==> src/rtl/mft_pkg.sv <==
// ----------------------------------------------------------------------------
// mft_pkg: shared types and codes for the sorted multiset floor-take block
// Opcodes, result status codes and the control word broadcast to every cell.
// ----------------------------------------------------------------------------
package mft_pkg;

	localparam int VAL_W = 32;

	// opcodes
	localparam logic OP_INSERT = 1'b0;
	localparam logic OP_TAKE   = 1'b1;

	// result status codes
	localparam logic [1:0] ST_INSERTED = 2'd0;
	localparam logic [1:0] ST_TAKEN    = 2'd1;
	localparam logic [1:0] ST_NONE     = 2'd2;
	localparam logic [1:0] ST_FULL     = 2'd3;

	// control broadcast to the cell row
	typedef struct packed {
		logic             cmp_en;     // latch compare flags against cmp_value
		logic [VAL_W-1:0] cmp_value;
		logic             ins_en;     // open a slot and shift the upper part up
		logic             take_en;    // close the slot and shift the upper part down
		logic [VAL_W-1:0] ins_value;
	} mft_ctl_t;

endpackage

==> src/rtl/mft_group.sv <==
// ----------------------------------------------------------------------------
// mft_group: first level of the selected-value reduction
// Registers the value of the selected lane within one group of cells.
// ----------------------------------------------------------------------------
module mft_group #(
	parameter int LANES = 32
) (
	input  logic                                   clk,
	input  logic                                   en,
	input  logic [LANES-1:0]                       sel,
	input  logic [LANES-1:0][mft_pkg::VAL_W-1:0]   values,
	output logic [mft_pkg::VAL_W-1:0]              hit_value
);

	logic [mft_pkg::VAL_W-1:0] hit_d;
	logic [mft_pkg::VAL_W-1:0] hit_q;

	// at most one lane is selected, so an OR of masked lanes picks it
	always_comb begin
		hit_d = '0;
		for (int i = 0; i < LANES; i++) begin
			hit_d = hit_d | (values[i] & {mft_pkg::VAL_W{sel[i]}});
		end
	end

	// capture before the row shifts, hold while the result waits
	always_ff @(posedge clk) begin
		if (en) begin
			hit_q <= hit_d;
		end
	end

	assign hit_value = hit_q;

endmodule

==> config.mk <==
export PLATFORM = sky130hd
export DESIGN_NAME = mft_group
export DESIGN_NICKNAME = d
export VERILOG_FILES = /design/src/rtl/mft_pkg.sv /design/src/rtl/mft_group.sv
export SDC_FILE = /design/constraint.sdc
export NUM_CORES = 1
export LEC_CHECK = 0
export BUFFER_PORTS_ARGS = -buffer_cell sky130_fd_sc_hd__buf_4
export CAP_MARGIN = 0
export CORE_AREA = 2 2 425 427
export DETAILED_ROUTE_END_ITERATION = 6
export DIE_AREA = 0 0 427 429
export HOLD_SLACK_MARGIN = 0.1
export MAX_ROUTING_LAYER = met4
export PLACE_DENSITY = 0.31
export SETUP_SLACK_MARGIN = 0.1
export SLEW_MARGIN = 5
export SYNTH_ARGS = -nofsm -noshare
export SYNTH_HDL_FRONTEND = slang
export SYNTH_SLANG_ARGS = --single-unit
==> constraint.sdc <==
create_clock -name clk -period 2 [get_ports clk]
set_input_delay 0.1 -clock clk [delete_from_list [all_inputs] [get_ports clk]]
set_output_delay 0.1 -clock clk [all_outputs]
set_load 0.005 [all_outputs]
-- After elaboration in Yosys (flattened, before gate mapping)
Index checks and enable logic that the tools add are counted.
W data, S select, Z words.
- register bits: 32
- input bits: 1058
- output and inout port bits: 32
- bitwise operators: 63
- operator list (kind ; number):
    $and A32 B32 Y32 ; 32
    $or A32 B32 Y32 ; 31

-- Longest topological paths before layout
- depth after elaboration: 32
- mapped depth: 4
- mapped depth without buffers: 3

-- Worst setup path after synthesis
OpenSTA, ideal clock, no wires.
- path kind: input-to-reg
- start point: input sel[7]
- end point: register hit_q (netlist bit hit_value[10]), data pin
- setup time: 0.272 ns
- arrival time: 0.992 ns
- required time: 1.728 ns
- setup slack: 0.736 ns
- stages on the path: 4
- path buffers: 1
- path through: buf_2 a22oi_1 nand4_1 or4_1
- word-level cells in the longest chain between the ends: 26
- RTL lines (element ; line ; RTL):
    start, declared ; mft_group.sv:10 ; input logic [LANES-1:0] sel,
    $and A32 B32 Y32 ; mft_group.sv:22 ; hit_d = hit_d | (values[i] & {mft_pkg::VAL_W{sel[i]}});
    $or A32 B32 Y32 (25 in a row) ; mft_group.sv:22 ;
    net hit_d, one bit ; mft_group.sv:15 ; logic [mft_pkg::VAL_W-1:0] hit_d;
    end signal, assigned ; mft_group.sv:29 ; hit_q <= hit_d;
    end, declared ; mft_group.sv:16 ; logic [mft_pkg::VAL_W-1:0] hit_q;
The timed path passes the listed nets, and every way through them passes these cells.
A chain may end at the register's enable or synchronous reset.

-- Worst setup path in the final report
- start point: input sel[13]
- end point: register hit_q (netlist bit hit_value[21]), data pin
- word-level cells in the longest chain between the ends: 20
- RTL lines (element ; line):
    $and A32 B32 Y32 ; mft_group.sv:22
    $or A32 B32 Y32 (19 in a row) ; mft_group.sv:22
    net hit_d, one bit ; mft_group.sv:15
The timed path passes the listed nets, and every way through them passes these cells.

==> flow_summary_export.csv <==
group,metric,value,unit
logic_synthesis,synth_seq_cells,32,
route,dr_wl_met3,17500,um
sta,max_freq,0.536,GHz
route,routed_wl,196000,um
critical_path,cp_max_fo,25,
floorplan,die_w,427,um
sta,fin_setup_tns,0,ns
layout,drive_above_1_share,63.6,%
place,io_buffers,1089,
power_and_ir_drop,peakVddDrop,321,uV
clock_tree,cts_tree,"yes",
sta,final-max-slew-violation-count,0,
floorplan,ioPinCount,1090,
layout,largest_reg_flops,32,
layout,fin_cells,4391,
clock_tree,cts-root-buf,"clkbuf_16",
grt,grtUsageTotal,21.1,%
route,via_per_inst,3.53,
logic_synthesis,syn_nets,1858,
place,dp_hpwl,177000,um
clock_tree,cts.sink_count,32,
logic_synthesis,ys_warn_count,0,
logic_synthesis,synth-seq-area-share,15.2,%
logic_synthesis,synth.distinct_cells,7,
grt,grt_max_degree,33,
status,status,"complete, no violations",
layout,nets,2993,
power_and_ir_drop,leakagePower,7.78,nW
logic_synthesis,syn_area,6340,sq um
clock_tree,cts_setup_buffers,0,
clock_tree,ctsHtreeMaxLevel,2,
critical_path,start_kind,"primary input",
route,vias,15500,
route,postRouteAntennaNets,0,
place,dp.cells,4281,
critical_path,cp-end-kind,"flip-flop",
route,drtIter0Drc,1859,
layout,utilization,10.5,%
route,drtPass1Iterations,6,
floorplan,die_h,429,um
logic_synthesis,synth_top_area_cell,"a22oi_1",
floorplan,die_area,183000,sq um
layout,area_growth,194,%
layout,final_cell_mix,"1204 x buf_4, 509 x a22oi_1, 128 x nand4_1",
sta,finalCriticalPeriod,1.86,ns
worst_hold_path,hp-class,"in2reg",
floorplan,coreArea,178000,sq um
sta,hold_viol_final,0,
floorplan,start_util,3.56,%
logic_synthesis,postSynthCellCount,800,
logic_synthesis,synth_top_area_share,60.6,%
sta,tightestPinTransition,0.791,ns
sta,rsz0062_at_grt,"no",
clock_tree,cts_buffer_depth,2,
floorplan,rows,155,
logic_synthesis,synth_area_leaders,"a22oi_1 61%, edfxtp_1 15%, nand4_1 13%",
logic_synthesis,syn_avg_cell_area,7.93,sq um
flow_run,drv_cap,0,
clock_tree,clk_pin_slew,0.09,ns
route,wl_met2,100000,um
critical_path,required,2.10,ns
grt,globalRouteOverflowTotal,0,
grt,grt_pass1_vias,15193,
clock_tree,cts_buffers,5,
route,wl_met1,73300,um
route,drc_errors,0,
route,routed.top_layer,"met4",
critical_path,path_class,"in2reg",
layout,final_common_cell,"buf_4",
sta,slew-limit-headroom,47.3,%
sta,setup_viol,0,
grt,grt_pass1_wl,229000,um
grt,antenna_found_initial,254,
power_and_ir_drop,p_per_area,331,nW/um^2
critical_path,arrival,1.97,ns
place,globalplace.congestion,0.975,
route,wl_per_cell,44.7,um
sta,finalCritPeriodShare,93.2,%
-- cell usage after synthesis, drive strengths merged --
master and instances:
or4 32, buf 49, edfxtp 32, clkbuf 47
a22oi 512, nand4 128
-- routing by layer --
metal  vias to the layer above  track usage, %
met3                       340            6.43
met5                         -               -
met1                      7763            23.1
li1                       6127               -
met4                         0            5.82
met2                      1270            36.8
-- cells by family (layout without fill, tap and decap cells) --
kind of cell	count (synthesis)	in the layout	share of synthesized area (%)
AND/OR/NAND/NOR	160	160	16.4
buffers and inverters	96	1232	7.83
other	0	100	0
flip-flops	32	32	15.2
AO/OA/AOI/OAI	512	512	60.6
-- final cells by class --
class | count | area, sq um
diodes | 100 | 250
clock buffers | 6 | 129
fillers | 20977 | 159000
well taps | 2355 | 2950
clock inverters | 2 | 35.0
flip-flops and latches | 32 | 961
repair buffers | 1224 | 9420
multi-input cells | 672 | 4900
-- worst max-delay path, cell delays in order --
cell and delay, ns:
buf_4 0.28, a22oi_1 0.71, nand4_1 0.18, buf_4 0.17
or4_1 0.47
-- metrics by stage --
stage	total power (W)	hold slack (ns)	cell area (sq um)	setup WS [ns]
after floorplan	0.00166	0.212	6340	0.736
after global placement	0.00505	0.505	18200	-0.541
after detailed placement	0.00501	0.502	18200	-0.534
after CTS	0.00636	0.102	18400	0.196
after global routing	0.00645	0.141	18600	0.142
final	0.00618	0.138	18600	0.136
-- report_power, final --
part / internal (W) / switching (W)
combinational: 0.00201 / 0.00216
clock: 0.000597 / 0.000609
sequential: 0.000769 / 0.0000284
total: 0.00338 / 0.00280
-- what timing repair did --
item	4_1_cts	5_1_grt
setup endpoints to repair	3	0
endpoints found under the hold margin	1	0
gates resized for setup	3	0
hold buffers	2	0
-- path summary, 6_finish.rpt --
path,startpoint,end,cells after the start
min,values[647],hit_value[7],4
max,sel[13],hit_value[21],5
Note: power is estimated with default switching activity, not from simulation.
