$ cat config.mk
export PLATFORM = sky130hd
export DESIGN_NAME = mft_cell
export DESIGN_NICKNAME = d
export VERILOG_FILES = /design/src/rtl/mft_pkg.sv /design/src/rtl/mft_cell.sv
export SDC_FILE = /design/constraint.sdc
export NUM_CORES = 1
export LEC_CHECK = 0
export BUFFER_PORTS_ARGS = -buffer_cell sky130_fd_sc_hd__buf_2
export CAP_MARGIN = 0
export CORE_MARGIN = 3
export CORE_UTILIZATION = 45
export DETAILED_ROUTE_END_ITERATION = 10
export PLACE_DENSITY = 0.87
export SYNTH_ARGS = -nofsm -noshare
export SYNTH_HDL_FRONTEND = slang
export SYNTH_SLANG_ARGS = --single-unit
$ cat constraint.sdc
create_clock -name clk -period 5.45 [get_ports clk]
set_input_delay 0.8175 -clock clk [delete_from_list [all_inputs] [get_ports clk]]
set_output_delay 0.8175 -clock clk [all_outputs]
set_load 0.05 [all_outputs]
$ cat src/rtl/mft_pkg.sv
// ----------------------------------------------------------------------------
// mft_pkg: shared types and codes for the sorted multiset floor-take block
// Opcodes, result status codes and the control word broadcast to every cell.
// ----------------------------------------------------------------------------
package mft_pkg;

	localparam int VAL_W = 32;

	// opcodes
	localparam logic OP_INSERT = 1'b0;
	localparam logic OP_TAKE   = 1'b1;

	// result status codes
	localparam logic [1:0] ST_INSERTED = 2'd0;
	localparam logic [1:0] ST_TAKEN    = 2'd1;
	localparam logic [1:0] ST_NONE     = 2'd2;
	localparam logic [1:0] ST_FULL     = 2'd3;

	// control broadcast to the cell row
	typedef struct packed {
		logic             cmp_en;     // latch compare flags against cmp_value
		logic [VAL_W-1:0] cmp_value;
		logic             ins_en;     // open a slot and shift the upper part up
		logic             take_en;    // close the slot and shift the upper part down
		logic [VAL_W-1:0] ins_value;
	} mft_ctl_t;

endpackage

$ cat src/rtl/mft_cell.sv
// ----------------------------------------------------------------------------
// mft_cell: one slot of the sorted row
// Holds one value and its compare flag; shifts toward either neighbor.
// ----------------------------------------------------------------------------
module mft_cell (
	input  logic                        clk,
	input  logic                        arst_n,
	input  mft_pkg::mft_ctl_t           ctl,
	input  logic                        occupied,
	input  logic                        left_le,
	input  logic [mft_pkg::VAL_W-1:0]   left_value,
	input  logic                        right_le,
	input  logic [mft_pkg::VAL_W-1:0]   right_value,
	output logic                        le,
	output logic                        sel,
	output logic [mft_pkg::VAL_W-1:0]   value
);

	logic                      le_q;
	logic [mft_pkg::VAL_W-1:0] value_q;

	// hold the "stored value not above query" flag for the current item
	always_ff @(posedge clk or negedge arst_n) begin
		if (!arst_n) begin
			le_q <= 1'b0;
		end else if (ctl.cmp_en) begin
			le_q <= occupied && (value_q <= ctl.cmp_value);
		end
	end

	// insert: slots above the split take the new value or the left neighbor
	// take: slots from the removed one upward take the right neighbor
	always_ff @(posedge clk) begin
		if (ctl.ins_en && !le_q) begin
			value_q <= left_le ? ctl.ins_value : left_value;
		end else if (ctl.take_en && !right_le) begin
			value_q <= right_value;
		end
	end

	// last slot whose value is not above the query
	assign sel   = le_q && !right_le;
	assign le    = le_q;
	assign value = value_q;

endmodule

# == Yosys cells after proc, flatten, opt, wreduce, memory -nomap -nowiden ==
# Index checks and enable logic that the tools add are counted.
# word_totals
register_bits,33
input_bits,136
elab_cells,13
# classes
order_cmp,1
mux,3
reduce_logical,7
# op_table
cell,count
2-to-1 mux 32 bit,3
<= comparator 32 bit,1
logical AND 1 bit,4
logical NOT 1 bit,2
nonzero test 2 bit,1

# == Longest topological paths before layout ==
# Gate-level depths: netlist of the first run.
# logic_depth
word_depth,4
mapped_depth,7

# == Worst setup path before layout of the first run ==
# Ideal clock, no wire load.
# synth_timing
path_type,input to register
startpoint,input port ctl[32] (netlist name)
endpoint,"register value_q (netlist bit value[0]), enable pin"
setup_time_ps,466
t_arrival_ps,3124
t_required_ps,4984
setup_slack_ps,1860
stages,2
cell_sequence,inv_1 > o21ai_0
# synth_via
elab_chain_cells,2
# synth_lines
item,line_no,source
"start, declared",mft_cell.sv:8,"input mft_pkg::mft_ctl_t ctl,"
logical AND 1 bit,mft_cell.sv:36,end else if (ctl.take_en && !right_le) begin
nonzero test 2 bit (no line),--,
"end signal, assigned",mft_cell.sv:35,value_q <= left_le ? ctl.ins_value : left_value;
"end signal, assigned",mft_cell.sv:37,value_q <= right_value;
"end, declared",mft_cell.sv:20,logic [mft_pkg::VAL_W-1:0] value_q;
# No other way between the ends.
# A chain may end at the register's enable or synchronous reset.

# == Worst setup path in the final report of the first run ==
# layout_timing
startpoint,input port ctl[33] (netlist name)
endpoint,"register value_q (netlist bit value[2]), enable pin"
# layout_via
elab_chain_cells,2
# layout_lines
item,line_no,source
logical AND 1 bit,mft_cell.sv:34,if (ctl.ins_en && !le_q) begin
nonzero test 2 bit (no line),--,
# No other way between the ends.

==> results of run 1 <==
==> Yosys cell counts, drive strengths merged, types with 2 or more instances <==
| cell type | n | share of area (%) |
|---|---|---|
| nand3 | 4 | 0.81 |
| nand4 | 7 | 1.8 |
| a2111o | 2 | 0.91 |
| nor2 | 2 | 0.30 |
| inv | 34 | 5.2 |
| a21oi | 13 | 2.6 |
| clkbuf | 8 | 1.2 |
| nand2 | 40 | 6.1 |
| edfxtp | 32 | 39 |
| buf | 3 | 0.61 |
| o21ai | 36 | 7.3 |
| a21o | 2 | 0.61 |
| ha | 32 | 16 |
| nor2b | 2 | 0.51 |
| mux2i | 32 | 13 |
==> logic make-up (layout without fill, tap and decap cells) <==
family                     count (synthesis)  count (layout)  share of synthesized area (%)
AOI/OAI and AO/OA                         60              60                           13.7
adders and majority gates                 32              32                           16.2
buffers and inverters                     45             211                           6.99
DFF                                       33              33                           39.9
muxes                                     32              32                           13.0
and+or+nand+nor                           58              58                           10.3
==> power by group through the flow <==
stage	Clock [uW]	Combinational, uW	Sequential (uW)
after floorplan	0	126	465
after global placement	0	343	350
after detailed placement	0	356	352
after CTS	183	357	346
after global routing	192	387	350
final	177	354	346
==> cell type report <==
cell class	count	area share, %
clock buffer	6	2.10
clock inverter	2	0.290
sequential	33	28.5
multi-input combinational	182	38.4
timing repair buffer	169	24.5
inverter	34	3.69
tap	70	2.53
==> stage by stage <==
step                power (uW)  std cells
finish                     877        496
global route               930        496
CTS                        886        496
detailed placement         707        488
global placement           692        488
floorplan                  591        260
==> cells in the final DEF, fill, tap and decap left out, types with 2 or more instances in the layout <==
| cell type | count |
|---|---|
| nor2b_1 | 2 |
| inv_1 | 34 |
| buf_2 | 169 |
| a21oi_1 | 13 |
| a2111o_1 | 2 |
| mux2i_1 | 32 |
| nand3_1 | 4 |
| clkbuf_8 | 5 |
| edfxtp_1 | 32 |
| nand4_1 | 7 |
| nand2_1 | 40 |
| ha_1 | 32 |
| o21ai_0 | 34 |
| clkinv_2 | 2 |
| nor2_1 | 2 |
| a21o_1 | 2 |
==> sequential cells by signal, summed over array words and instances (netlist names) <==
name	count
value	32
le	1
==> critical path: cells and delay by family <==
kind | cells | cell delay (ps)
AO/OA/AOI/OAI | 1 | 520
buffers and inverters | 1 | 100
AND/OR/NAND/NOR | 1 | 700
==> metal layers <==
layer	global-route usage, %	wire, um
met3	4.82	563
met4	6.08	98
met2	39.2	3660
met5	0	0
met1	22.6	2490
==> worst paths after layout <==
check | slack (ps) | cells after the start | end
min | 300 | 1 | le
max in group asynchronous | 5060 | 1 | le
min reg2reg | 610 | 2 | le
max | 3160 | 3 | value[2]
max reg2reg | 3250 | 2 | value[2]
min in group clk | 610 | 2 | le
==> reports/results.ini, run 1 <==
[timing]
finalHoldViolCount = 0
max_slew.worst_pin.slew_ps = 1020
setup_violations = 0
min_period_over_period_pct = 42.0
fmax_ghz = 0.437
finalMaxSlewViolations = 0
rsz0062_at_grt = false
skew_ps = 7.17
post-route-min-period_ps = 2290
fin_ws_ps = 3160
max_slew_margin_pct = 31.7
final.setup.tns_ps = 0
whs_ps = 303

[clock_network]
cts-root-buf = clkbuf_8
clk_latency_ps = 280
cts_max_level = 2
cts_resized = 0
tritoncts = built
clock_sinks = 33
clk_path_buf_depth = 2
ctsHoldBuffers = 0
cts_setup_buffers = 0
cts.clk_slew.worst_paths_ps = 60
tritoncts.num_buffers = 5

[floorplanning]
rows = 26
die_y_um = 80.1
boundaryPins = 170
die_w_um = 80.1
die_area_um2 = 6420
initial_utilization_pct = 47.5
core_area_um2 = 5200

[drt]
via_per_inst = 4.91
drtIter0Drc = 60
wl_um = 6810
drtPass1Iterations = 4
drc_errors = 0
wl_per_cell_um = 13.7
num_vias = 2436
ant_nets = 0

[place]
dpl-instance-area_um2 = 3370
place_hpwl_um = 5670
dp_slack_ps = 2850
gp_congestion = 0.830
io_buffers = 169

[worst_setup_path]
r2r_start = le
crit_start = ctl[33]
crit_required_ps = 5340
max_stage_delay_ps = 700
cp_data_arrival_time_ps = 2180
endpoint_kind = register
crit_chain = buf_2 > nand2b_2 > o21ai_4
crit_fanout = 65
slowest_stage = nand2b_2
path_class = input port to register
startpoint_type = input port

[cells_and_area]
stdcell_area_um2 = 3460
layout-drive-gt1-share_pct = 41.8
multi_input_area_um2 = 1330
ff_latch_area_um2 = 986
syn_to_final_growth_pct = 39.8
fin_util_pct = 66.4
antenna_cells = 0
fillCellCount = 467
layout.nets = 593

[power]
p_sw_share_pct = 39.3
p_comb_share_pct = 40.3
internal-power_uw = 532
p_leak_uw = 0.00189
p_clk_share_pct = 20.2
ir_worst_vdd_mv = 0.136
p_per_area_nw_per_um2 = 254
p_seq_share_pct = 39.5
p_switching_uw = 345

[run]
drv_cap = 0

[min_path]
holdCritPathClass = input port to asynchronous set/reset pin

[synth]
synth_edf_count = 32
synthCells = 260
synthFlopType = edfxtp_1
synth.cell_area_um2 = 2470
ys_types = 27
async_flop_share_pct = 3.03
ys_seq_elements = 33
synth_area_per_cell_um2 = 9.50
syn_nets = 428
synth-seq-area-share_pct = 39.9
yosys_warnings = 0

[global_route]
grtUsageTotal_pct = 20.7
grt_first_pass_wirelength_um = 10300
grt_antenna_before_repair = 0
grt_pass1_vias = 2433
grt-ovfl-total = 0
grt_start_max_net_pins = 66

[status]
status = finished clean

No activity file was read; power rests on OpenSTA's default activity.
==> run 2: changes to the inputs <==
--- a/config.mk
+++ b/config.mk
@@ -8,9 +8,9 @@
 export BUFFER_PORTS_ARGS = -buffer_cell sky130_fd_sc_hd__buf_2
 export CAP_MARGIN = 0
 export CORE_MARGIN = 3
-export CORE_UTILIZATION = 45
+export CORE_UTILIZATION = 38
 export DETAILED_ROUTE_END_ITERATION = 10
-export PLACE_DENSITY = 0.87
+export PLACE_DENSITY = 0.78
 export SYNTH_ARGS = -nofsm -noshare
 export SYNTH_HDL_FRONTEND = slang
 export SYNTH_SLANG_ARGS = --single-unit
==> constraint.sdc (replaced) <==
create_clock -name clk -period 2.1 [get_ports clk]
set_input_delay 0.315 -clock clk [delete_from_list [all_inputs] [get_ports clk]]
set_output_delay 0.315 -clock clk [all_outputs]
set_load 0.05 [all_outputs]
==> reports/results.ini, run 2 (synthesized netlist as in run 1, its figures left out) <==
[worst_setup_path]
cp_num_cells = 6
cp_num_buf_inv = 0
rrSetupSlack_ps = 320
crit_chain = ha_1 > a21oi_1 > nand2_1 > a211o_1 > a2111o_1 > o21ai_1
cp_data_arrival_time_ps = 1990
crit_start = value[30]
endpoint = le
reg2reg_to = le
r2r_start = value[30]
path_class = register to register
endpoint_kind = register
r2r_cells = 6
startpoint_type = register
crit_required_ps = 2310
crit_fanout = 3
max_stage_delay_ps = 390
slowest_stage = edfxtp_1
cp_top_family = compound AO/OA/AOI/OAI gates

[power]
p_leak_uw = 0.00193
power_uw = 2430
ir_worst_vdd_mv = 0.343
p_per_area_nw_per_um2 = 680

[timing]
max_slew_margin_pct = 77.2
min_period_over_period_pct = 84.8
final.setup.tns_ps = 0
finalHoldViolCount = 0
rsz0062_at_grt = false
finalMaxSlewViolations = 0
setup_violations = 0
post-route-min-period_ps = 1780
fmax_ghz = 0.562
max_slew.worst_pin.slew_ps = 340
skew_ps = 4.29

[clock_network]
tritoncts.num_buffers = 5
clk_path_buf_depth = 2
tritoncts = built
cts_max_level = 2
cts_resized = 0
cts_setup_buffers = 0
cts-root-buf = clkbuf_8
clk_latency_ps = 280
ctsHoldBuffers = 1
clock_sinks = 33
cts.clk_slew.worst_paths_ps = 70

[floorplanning]
initial_utilization_pct = 40.5
die_w_um = 86.6
rows = 28
core_area_um2 = 6100
die_y_um = 86.6
die_area_um2 = 7510
boundaryPins = 170

[cells_and_area]
layout.nets = 598
final_common_cell = buf_2
final_cells = 506
syn_to_final_growth_pct = 44.4
final_cell_mix = buf_2, nand2_1, inv_1, o21ai_0
fin_util_pct = 58.5
antenna_cells = 0
layout-drive-gt1-share_pct = 42.2
stdcell_area_um2 = 3570
largest_reg_flops = 32
fillCellCount = 544

[place]
dpl-instance-area_um2 = 3450
gp_congestion = 0.785
dp_cells = 497
io_buffers = 169
place_hpwl_um = 5720

[drt]
num_vias = 2447
ant_nets = 0
drtPass1Iterations = 4
via_per_inst = 4.84
drc_errors = 0
wl_per_cell_um = 13.3
drtIter0Drc = 60
wl_um = 6750

[global_route]
grtUsageTotal_pct = 17.8
grt_first_pass_wirelength_um = 10700
grt_antenna_before_repair = 0
grt-ovfl-total = 0
grt_start_max_net_pins = 33
grt_pass1_vias = 2511

[min_path]
whs_path_depth = 3
holdCritPathClass = input port to register

[status]
status = finished clean

[run]
drv_cap = 0

==> run 2: changes by cell type in the layout (fill, tap and decap cells not counted) <==
cell / delta
buf_12: +3
buf_4: +1
bufinv_16: +1
clkbuf_1: -1
clkinv_1: +1
clkinv_2: -2
clkinvlp_4: +1
dlygate4sd3_1: +1
==> run 2: worst min path at each step <==
stage,from,endpoint,slack [ps]
6_report,right_value[26],value[26],300
5_1_grt,right_value[9],value[9],300
4_1_cts,right_value[3],value[3],300
3_5_place_dp,arst_n,le,90
3_3_place_gp,arst_n,le,90
2_1_floorplan,arst_n,le,20
==> run 2: per-layer routing <==
| layer | global-route usage (%) | vias up | share of wire [%] |
|---|---|---|---|
| li1 | - | 1269 | - |
| met1 | 19.5 | 1069 | 39 |
| met2 | 33.8 | 97 | 52 |
| met3 | 4.18 | 12 | 7.4 |
| met4 | 5.10 | 0 | 1.9 |
| met5 | 0 | - | 0 |
==> run 2: power breakdown <==
| group | total (uW) | leakage (uW) | switching, uW | internal (uW) |
|---|---|---|---|---|
| combinational | 944 | 0.00155 | 616 | 328 |
| sequential | 891 | 0.000331 | 49.1 | 842 |
| clock | 591 | 0.0000518 | 241 | 349 |
| total | 2430 | 0.00193 | 906 | 1520 |
==> run 2: stage by stage <==
stage	worst slack [ps]	hold WS (ps)
2_1_floorplan	111	19.4
3_3_place_gp	344	90.6
3_5_place_dp	322	91.3
4_1_cts	305	296
5_1_grt	204	304
6_report	319	301
==> run 2: final cells by class <==
type | instances | area (um^2) | share of cell area [%]
Multi-Input combinational cell | 182 | 1330 | 37.2
Sequential cell | 33 | 986 | 27.6
Timing Repair Buffer | 174 | 923 | 25.9
Inverter | 34 | 128 | 3.58
Tap cell | 75 | 93.8 | 2.63
Clock buffer | 5 | 68.8 | 1.93
Clock inverter | 3 | 41.3 | 1.16
==> run 2: tightest hold or removal path: stages <==
cell and delay [ps]:
buf_2 70, nand2_1 30, o21ai_0 50
